<file path="src/rtl/core/csn_pkg.sv">
// Package for the subcarrier power normalizer.
// Holds the word types, field widths and register indexes shared by all modules.
// Has no dependencies.
`default_nettype none

package csn_pkg;

    localparam int POWER_W = 16;
    localparam int TOTAL_W = 22;
    localparam int DIV_W   = 22;
    localparam int PROD_W  = POWER_W + DIV_W;
    localparam int CFG_IDX_W = 4;

    localparam logic [CFG_IDX_W-1:0] CFG_BAND_LOW     = 4'd0;
    localparam logic [CFG_IDX_W-1:0] CFG_BAND_HIGH    = 4'd1;
    localparam logic [CFG_IDX_W-1:0] CFG_NULL_CARRIER = 4'd2;
    localparam logic [CFG_IDX_W-1:0] CFG_TARGET_MEAN  = 4'd3;

    localparam logic [5:0] BAND_LOW_RST     = 6'd4;
    localparam logic [5:0] BAND_HIGH_RST    = 6'd60;
    localparam logic [5:0] NULL_CARRIER_RST = 6'd32;
    localparam logic [7:0] TARGET_MEAN_RST  = 8'd100;

    localparam logic [7:0] FEATURE_MAX = 8'd255;

    typedef logic [CFG_IDX_W-1:0] t_cfg_index;

    typedef struct packed {
        logic [5:0]        carrier_index;
        logic signed [7:0] in_phase;
        logic signed [7:0] quadrature;
        logic              packet_end;
    } t_in_word;

    typedef struct packed {
        logic [7:0] feature;
        logic [5:0] feature_slot;
        logic       feature_last;
    } t_out_word;

endpackage

`default_nettype wire

</file>
<file path="src/rtl/core/csi_subcarrier_power_normalizer.sv">
// Subcarrier power normalizer. Each accepted I/Q word is taken in the idle
// state; in the load state, if its carrier is kept, its power is written to
// the power store and added to the running total. On the word that ends a
// packet, the numerator state forms the numerator and starts the restoring
// divider, and each feature then passes through store read, multiply,
// saturate and handoff, where o_out_valid waits on i_out_ready. Input is taken
// only while no packet is being processed. The store needs no clearing after reset.
// Depends on csn_pkg, csn_power_mem and csn_divider.
`default_nettype none

module csi_subcarrier_power_normalizer import csn_pkg::*; #(
    parameter int MAX_FEATURES = 64
) (
    input  wire logic       i_clk,
    input  wire logic       i_rst_n,
    input  wire logic       i_cfg_valid,
    output logic            o_cfg_ready,
    input  wire t_cfg_index i_cfg_index,
    input  wire logic [7:0] i_cfg_data,
    input  wire logic       i_in_valid,
    output logic            o_in_ready,
    input  wire t_in_word   i_in_word,
    output logic            o_out_valid,
    input  wire logic       i_out_ready,
    output t_out_word       o_out_word
);

    localparam int ADDR_W = (MAX_FEATURES > 1) ? $clog2(MAX_FEATURES) : 1;
    localparam int CNT_W  = $clog2(MAX_FEATURES + 1);
    localparam logic [CNT_W-1:0] CNT_MAX = CNT_W'(MAX_FEATURES);

    localparam logic [2:0] ST_IDLE = 3'd0;
    localparam logic [2:0] ST_LOAD = 3'd1;
    localparam logic [2:0] ST_NUM  = 3'd2;
    localparam logic [2:0] ST_DIV  = 3'd3;
    localparam logic [2:0] ST_RD   = 3'd4;
    localparam logic [2:0] ST_MUL  = 3'd5;
    localparam logic [2:0] ST_SAT  = 3'd6;
    localparam logic [2:0] ST_OUT  = 3'd7;

    logic [2:0]         r_state;
    logic [5:0]         r_band_low;
    logic [5:0]         r_band_high;
    logic [5:0]         r_null_carrier;
    logic [7:0]         r_target;
    t_in_word           r_item;
    logic [CNT_W-1:0]   r_count;
    logic [TOTAL_W-1:0] r_total;
    logic [CNT_W-1:0]   r_k;
    logic [DIV_W-1:0]   r_mult;
    logic [PROD_W-1:0]  r_prod;
    logic               r_out_valid;
    t_out_word          r_out_word;

    logic signed [15:0] w_isq;
    logic signed [15:0] w_qsq;
    logic [POWER_W-1:0] w_power;
    logic               w_keep;
    logic [14:0]        w_tc;
    logic [DIV_W-1:0]   w_num;
    logic               w_empty;
    logic               w_div_start;
    logic               w_div_done;
    logic [DIV_W-1:0]   w_div_quo;
    logic [POWER_W-1:0] w_rd_data;
    logic               w_last;

    assign w_isq   = $signed(r_item.in_phase) * $signed(r_item.in_phase);
    assign w_qsq   = $signed(r_item.quadrature) * $signed(r_item.quadrature);
    assign w_power = POWER_W'(w_isq) + POWER_W'(w_qsq);
    assign w_keep  = (r_item.carrier_index >= r_band_low) &&
                     (r_item.carrier_index <= r_band_high) &&
                     (r_item.carrier_index != r_null_carrier) &&
                     (r_count < CNT_MAX);

    assign w_tc        = 15'(r_target) * 15'(r_count);
    assign w_num       = {w_tc[13:0], 8'h00};
    assign w_empty     = (r_count == '0) || (r_total == '0);
    assign w_div_start = (r_state == ST_NUM) && !w_empty;
    assign w_last      = ((r_k + 1'b1) == r_count);

    csn_power_mem #(
        .DEPTH  (MAX_FEATURES),
        .ADDR_W (ADDR_W)
    ) u_mem (
        .i_clk     (i_clk),
        .i_wr_en   ((r_state == ST_LOAD) && w_keep),
        .i_wr_addr (r_count[ADDR_W-1:0]),
        .i_wr_data (w_power),
        .i_rd_en   (r_state == ST_RD),
        .i_rd_addr (r_k[ADDR_W-1:0]),
        .o_rd_data (w_rd_data)
    );

    csn_divider u_div (
        .i_clk   (i_clk),
        .i_rst_n (i_rst_n),
        .i_start (w_div_start),
        .i_num   (w_num),
        .i_den   (r_total),
        .o_done  (w_div_done),
        .o_quo   (w_div_quo)
    );

    always_ff @(posedge i_clk) begin
        if (!i_rst_n) begin
            r_band_low     <= BAND_LOW_RST;
            r_band_high    <= BAND_HIGH_RST;
            r_null_carrier <= NULL_CARRIER_RST;
            r_target       <= TARGET_MEAN_RST;
        end else if (i_cfg_valid) begin
            unique case (i_cfg_index)
                CFG_BAND_LOW:     r_band_low     <= i_cfg_data[5:0];
                CFG_BAND_HIGH:    r_band_high    <= i_cfg_data[5:0];
                CFG_NULL_CARRIER: r_null_carrier <= i_cfg_data[5:0];
                CFG_TARGET_MEAN:  r_target       <= i_cfg_data;
                default: ;
            endcase
        end
    end

    always_ff @(posedge i_clk) begin
        if (!i_rst_n) begin
            r_state     <= ST_IDLE;
            r_count     <= '0;
            r_total     <= '0;
            r_k         <= '0;
            r_out_valid <= 1'b0;
        end else begin
            unique case (r_state)
                ST_IDLE: begin
                    if (i_in_valid) begin
                        r_state <= ST_LOAD;
                    end
                end
                ST_LOAD: begin
                    if (w_keep) begin
                        r_count <= r_count + 1'b1;
                        r_total <= r_total + TOTAL_W'(w_power);
                    end
                    r_state <= r_item.packet_end ? ST_NUM : ST_IDLE;
                end
                ST_NUM: begin
                    if (w_empty) begin
                        r_count <= '0;
                        r_total <= '0;
                        r_state <= ST_IDLE;
                    end else begin
                        r_state <= ST_DIV;
                    end
                end
                ST_DIV: begin
                    if (w_div_done) begin
                        r_k     <= '0;
                        r_state <= ST_RD;
                    end
                end
                ST_RD: begin
                    r_state <= ST_MUL;
                end
                ST_MUL: begin
                    r_state <= ST_SAT;
                end
                ST_SAT: begin
                    r_out_valid <= 1'b1;
                    r_state     <= ST_OUT;
                end
                ST_OUT: begin
                    if (i_out_ready) begin
                        r_out_valid <= 1'b0;
                        if (r_out_word.feature_last) begin
                            r_count <= '0;
                            r_total <= '0;
                            r_state <= ST_IDLE;
                        end else begin
                            r_k     <= r_k + 1'b1;
                            r_state <= ST_RD;
                        end
                    end
                end
                default: begin
                    r_state <= ST_IDLE;
                end
            endcase
        end
    end

    always_ff @(posedge i_clk) begin
        if ((r_state == ST_IDLE) && i_in_valid) begin
            r_item <= i_in_word;
        end
        if ((r_state == ST_DIV) && w_div_done) begin
            r_mult <= w_div_quo;
        end
        if (r_state == ST_MUL) begin
            r_prod <= PROD_W'(w_rd_data) * PROD_W'(r_mult);
        end
        if (r_state == ST_SAT) begin
            r_out_word.feature      <= (|r_prod[PROD_W-1:16]) ? FEATURE_MAX : r_prod[15:8];
            r_out_word.feature_slot <= 6'(r_k);
            r_out_word.feature_last <= w_last;
        end
    end

    assign o_cfg_ready = 1'b1;
    assign o_in_ready  = (r_state == ST_IDLE);
    assign o_out_valid = r_out_valid;
    assign o_out_word  = r_out_word;

endmodule

`default_nettype wire

</file>
<file path="src/rtl/core/csn_power_mem.sv">
// Power store: one write port and one read port with registered read data.
// Depends on csn_pkg for the power width.
`default_nettype none

module csn_power_mem import csn_pkg::*; #(
    parameter int DEPTH  = 64,
    parameter int ADDR_W = 6
) (
    input  wire logic               i_clk,
    input  wire logic               i_wr_en,
    input  wire logic [ADDR_W-1:0]  i_wr_addr,
    input  wire logic [POWER_W-1:0] i_wr_data,
    input  wire logic               i_rd_en,
    input  wire logic [ADDR_W-1:0]  i_rd_addr,
    output logic [POWER_W-1:0]      o_rd_data
);

    logic [POWER_W-1:0] r_mem [DEPTH];
    logic [POWER_W-1:0] r_rd_data;

    always_ff @(posedge i_clk) begin
        if (i_wr_en) begin
            r_mem[i_wr_addr] <= i_wr_data;
        end
    end

    always_ff @(posedge i_clk) begin
        if (i_rd_en) begin
            r_rd_data <= r_mem[i_rd_addr];
        end
    end

    assign o_rd_data = r_rd_data;

endmodule

`default_nettype wire

</file>
<file path="src/rtl/core/csn_divider.sv">
// Restoring divider that produces one quotient bit per cycle.
// Depends on csn_pkg for the operand width.
`default_nettype none

module csn_divider import csn_pkg::*; (
    input  wire logic             i_clk,
    input  wire logic             i_rst_n,
    input  wire logic             i_start,
    input  wire logic [DIV_W-1:0] i_num,
    input  wire logic [DIV_W-1:0] i_den,
    output logic                  o_done,
    output logic [DIV_W-1:0]      o_quo
);

    localparam int CNT_W = $clog2(DIV_W);
    localparam logic [CNT_W-1:0] LAST_STEP = CNT_W'(DIV_W - 1);

    logic             r_busy;
    logic             r_done;
    logic [CNT_W-1:0] r_step;
    logic [DIV_W-1:0] r_quo;
    logic [DIV_W-1:0] r_rem;
    logic [DIV_W-1:0] r_den;
    logic [DIV_W:0]   w_shift;
    logic [DIV_W+1:0] w_diff;

    assign w_shift = {r_rem, r_quo[DIV_W-1]};
    assign w_diff  = {1'b0, w_shift} - {2'b00, r_den};

    always_ff @(posedge i_clk) begin
        if (!i_rst_n) begin
            r_busy <= 1'b0;
            r_done <= 1'b0;
            r_step <= '0;
        end else begin
            r_done <= 1'b0;
            if (i_start) begin
                r_busy <= 1'b1;
                r_step <= '0;
            end else if (r_busy) begin
                r_step <= r_step + 1'b1;
                if (r_step == LAST_STEP) begin
                    r_busy <= 1'b0;
                    r_done <= 1'b1;
                end
            end
        end
    end

    always_ff @(posedge i_clk) begin
        if (i_start) begin
            r_quo <= i_num;
            r_rem <= '0;
            r_den <= i_den;
        end else if (r_busy) begin
            if (!w_diff[DIV_W+1]) begin
                r_rem <= w_diff[DIV_W-1:0];
                r_quo <= {r_quo[DIV_W-2:0], 1'b1};
            end else begin
                r_rem <= w_shift[DIV_W-1:0];
                r_quo <= {r_quo[DIV_W-2:0], 1'b0};
            end
        end
    end

    assign o_done = r_done;
    assign o_quo  = r_quo;

endmodule

`default_nettype wire
</file>
<file path="config.mk">
export PLATFORM = sky130hd
export DESIGN_NAME = csi_subcarrier_power_normalizer
export DESIGN_NICKNAME = d
export VERILOG_FILES = /design/src/rtl/core/csn_pkg.sv /design/src/rtl/core/csi_subcarrier_power_normalizer.sv /design/src/rtl/core/csn_power_mem.sv /design/src/rtl/core/csn_divider.sv
export SDC_FILE = /design/constraint.sdc
export NUM_CORES = 2
export LEC_CHECK = 0
export BUFFER_PORTS_ARGS = -buffer_cell sky130_fd_sc_hd__buf_2
export CAP_MARGIN = 20
export CORE_MARGIN = 4
export CORE_UTILIZATION = 50
export DETAILED_ROUTE_END_ITERATION = 10
export GPL_TIMING_DRIVEN = 0
export PLACE_DENSITY = 0.63
export RECOVER_POWER = 50
export SKIP_CTS_REPAIR_TIMING = 1
export SYNTH_ARGS = -nofsm -noshare
export SYNTH_HDL_FRONTEND = slang
export SYNTH_SLANG_ARGS = --single-unit
</file>
<file path="constraint.sdc">
create_clock -name i_clk -period 10.9 [get_ports i_clk]
set_input_delay 0.545 -clock i_clk [delete_from_list [all_inputs] [get_ports i_clk]]
set_output_delay 0.545 -clock i_clk [all_outputs]
set_load 0.02 [all_outputs]
</file>
==> results.toml <==
[global_route]
grt_pass1_wl_mm = 249
grt_max_degree = 67
grt_busiest_layer = "met2"
antenna_found_initial = 3
use_met3_pct = 4.08
first_global_vias = 38100
met2_usage_pct = 38.5
grt.overflow.total = 0
use_met1_pct = 34.1
grt_usage_pct = 24.0

[min_path]
min_to = "r_target[6]$_SDFFE_PN1P_"
hp-start = "i_cfg_data[6]"
hold_path_depth = 3
hp-class = "primary input to register"

[cts]
clock-sinks = 1269
cts_tree = "yes"
cts_made_buffers = 135
htreeDepth = 4
clk_pin_slew_ps = 60
insertion_delay_ps = 760
root_buffer = "clkbuf_16"
clockBufferDepth = 3

[timing]
fin_crit_ps = 8890
skew_ps = 35.2
fmax_mhz = 113
rsz0062_at_grt = "no"
tightestPinTransition_ps = 3970
finalSetupViolCount = 0
finalSetupTns_ps = 0
hold_viol_final = 0
drv_slew = 408
fin_crit_sh_pct = 81.5
slew_headroom_pct = -165

[final_layout]
regArea_um2 = 37100
n_antenna_cell = 0
final_cell_mix = "edfxtp_1 (1166), inv_1 (507), fa_1 (421)"
fillers = 10500
final_common_cell = "edfxtp_1"
fin_nets = 5369
syn_to_final_growth_pct = 11.7
multi_input_area_um2 = 27100
layout-drive-gt1-share_pct = 14.3
finish.instance_area_um2 = 74600

[worst_setup_path]
cp-end-kind = "register"
crit_family = "buffers and inverters"
startpoint_type = "register"
arrival_ps = 9500
cp_cell_sequence = "clkbuf_1 > and2_0 > ha_1 > and3_1 > ha_1 > inv_1 > fa_1 > inv_1 > fa_1 > ha_1 > ha_2 > clkbuf_1 > ha_1 > a21o_1 > a21oi_1 > nand3_1 > a311oi_1 > o21ai_0 > a31oi_1 > nor3b_1 > xnor2_1 > nor2_1"
slowest_delay_ps = 2760
crit_type = "register to register"
r2r_cells = 22
path_common_cell = "ha_1"
r2r_end = "r_total[19]$_SDFFE_PN0P_"
path_max_fanout = 65
regToRegStartpoint = "r_item[1]$_DFFE_PP_"
critPathRequiredTime_ps = 11520
critPathSlowestCell = "clkbuf_1"
r2r_setup_slack_ps = 2010
worst-path-buf-inv = 4

[routing]
vias_per_cell = 5.73
firstDrtPassIters = 5
vias = 37400
ant_nets = 0
drt_iter0_markers = 3679
wl_mm = 166
wire_per_inst_um = 25.4
route.detailed.drc = 0

[synthesis]
avgSynthCellArea_um2 = 15.3
yosysWarnings = 0
yosysUniqueCellTypes = 80
synth_edf_count = 1166
synth-seq-cells = 1269
ys_seq_area_share_pct = 55.5
synth_nets = 5075
syn_inst = 4367
synth_ff_type = "edfxtp_1"
yosys.area.top_type_share_pct = 52.4
yosys.area.top_type = "edfxtp_1"
synth_area_um2 = 66800
synth.area.top_cells = "edfxtp_1 (52%), fa_1 (13%), mux4_2 (11%), ha_1 (4.6%), dfxtp_1 (3.1%)"
synthArstFlopShare_pct = 0

[run_status]
status = "finished with violations"
violations = "max-capacitance violations, max-slew violations"

[place]
placed_cell_area_um2 = 70800
io_buffers = 56
gp_congestion = 0.929
post-dp-hpwl_mm = 121

[die]
die_h_um = 373
core-area_um2 = 132000
io-pin-count = 58
dieArea_um2 = 139000
fp-row-count = 133
initial_core_util_pct = 50.5
die_w_um = 373

[run]
maxCapViolCount = 15
-- layer usage --
metal  vias to the layer above  share of wire, %
met5                         -                 0
met4                         0               3.1
met3                       265               7.3
met2                      1380                48
met1                     19500                42
li1                      16300                 -
-- how the worst max path moves through the flow --
| stage | start | end | slack (ps) | cells after the start |
|---|---|---|---|---|
| after floorplan | r_item[1]$_DFFE_PP_ | r_total[16]$_SDFFE_PN0P_ | 2200 | 25 |
| after global placement | r_item[1]$_DFFE_PP_ | r_total[19]$_SDFFE_PN0P_ | -1350 | 26 |
| after detailed placement | r_item[1]$_DFFE_PP_ | r_total[19]$_SDFFE_PN0P_ | 2260 | 27 |
| after CTS | r_item[1]$_DFFE_PP_ | r_total[19]$_SDFFE_PN0P_ | 2210 | 27 |
| after global routing | r_item[1]$_DFFE_PP_ | r_total[17]$_SDFFE_PN0P_ | 1470 | 22 |
| final | r_item[1]$_DFFE_PP_ | r_total[19]$_SDFFE_PN0P_ | 2010 | 22 |
-- per-stage QoR --
step	setup slack, ps	hold WS, ps	std cells	utilization, %
after floorplan	2200	406	4367	-
after global placement	-1350	414	6178	52.4
after detailed placement	2260	413	6254	53.6
after CTS	2210	-98.0	6494	56.8
after global routing	1470	6.14	6519	56.4
final	2010	20.3	6519	56.4
-- flip-flops by register name, indices dropped and copies added (netlist names), 7 cells and up --
signal	flops
u_div.r_rem	22
r_item	23
r_target	8
r_mult	22
r_k	7
r_count	7
r_prod	30
u_div.o_quo	22
u_mem.o_rd_data	16
r_total	22
o_out_word	15
u_mem.r_mem	1024
u_div.r_den	22
-- cells in the mapped netlist, types with 35 or more instances --
| library cell | instances |
|---|---|
| nand3_1 | 35 |
| dfxtp_1 | 103 |
| inv_1 | 507 |
| nor2b_1 | 56 |
| edfxtp_1 | 1166 |
| fa_1 | 421 |
| a21oi_1 | 78 |
| nand2_1 | 364 |
| mux4_2 | 336 |
| xnor2_1 | 83 |
| mux2i_1 | 38 |
| ha_1 | 247 |
| xor2_1 | 43 |
| and2_1 | 161 |
| o21ai_0 | 65 |
| clkbuf_1 | 148 |
| nor2_1 | 180 |
-- tightest hold or removal path, stage by stage --
cell     delay [ps]
buf_2            80
mux2i_1          50
nand2_1          50
-- area by class of cell --
type / instances / area share, %
repair buffers: 157 / 1.64
plain buffers: 191 / 1.03
inverters: 510 / 2.57
clock inverters: 74 / 0.919
well taps: 1755 / 2.94
clock buffers: 166 / 4.80
flip-flops and latches: 1269 / 49.7
multi-input cells: 2397 / 36.4
-- cell families after synthesis --
| kind of cell | count (synthesis) | share of synthesized area, % |
|---|---|---|
| DFF | 1269 | 55.5 |
| and+or+nand+nor | 926 | 6.63 |
| muxes | 375 | 11.9 |
| AOI/OAI and AO/OA | 301 | 2.99 |
| other | 1 | 0.00561 |
| xor gates and xnor gates | 126 | 1.65 |
| adders and majority gates | 668 | 17.2 |
| buffers and inverters | 701 | 4.04 |
Power is not shown: default switching activity piles up to over one toggle a cycle in this logic, so the estimate is an artifact.
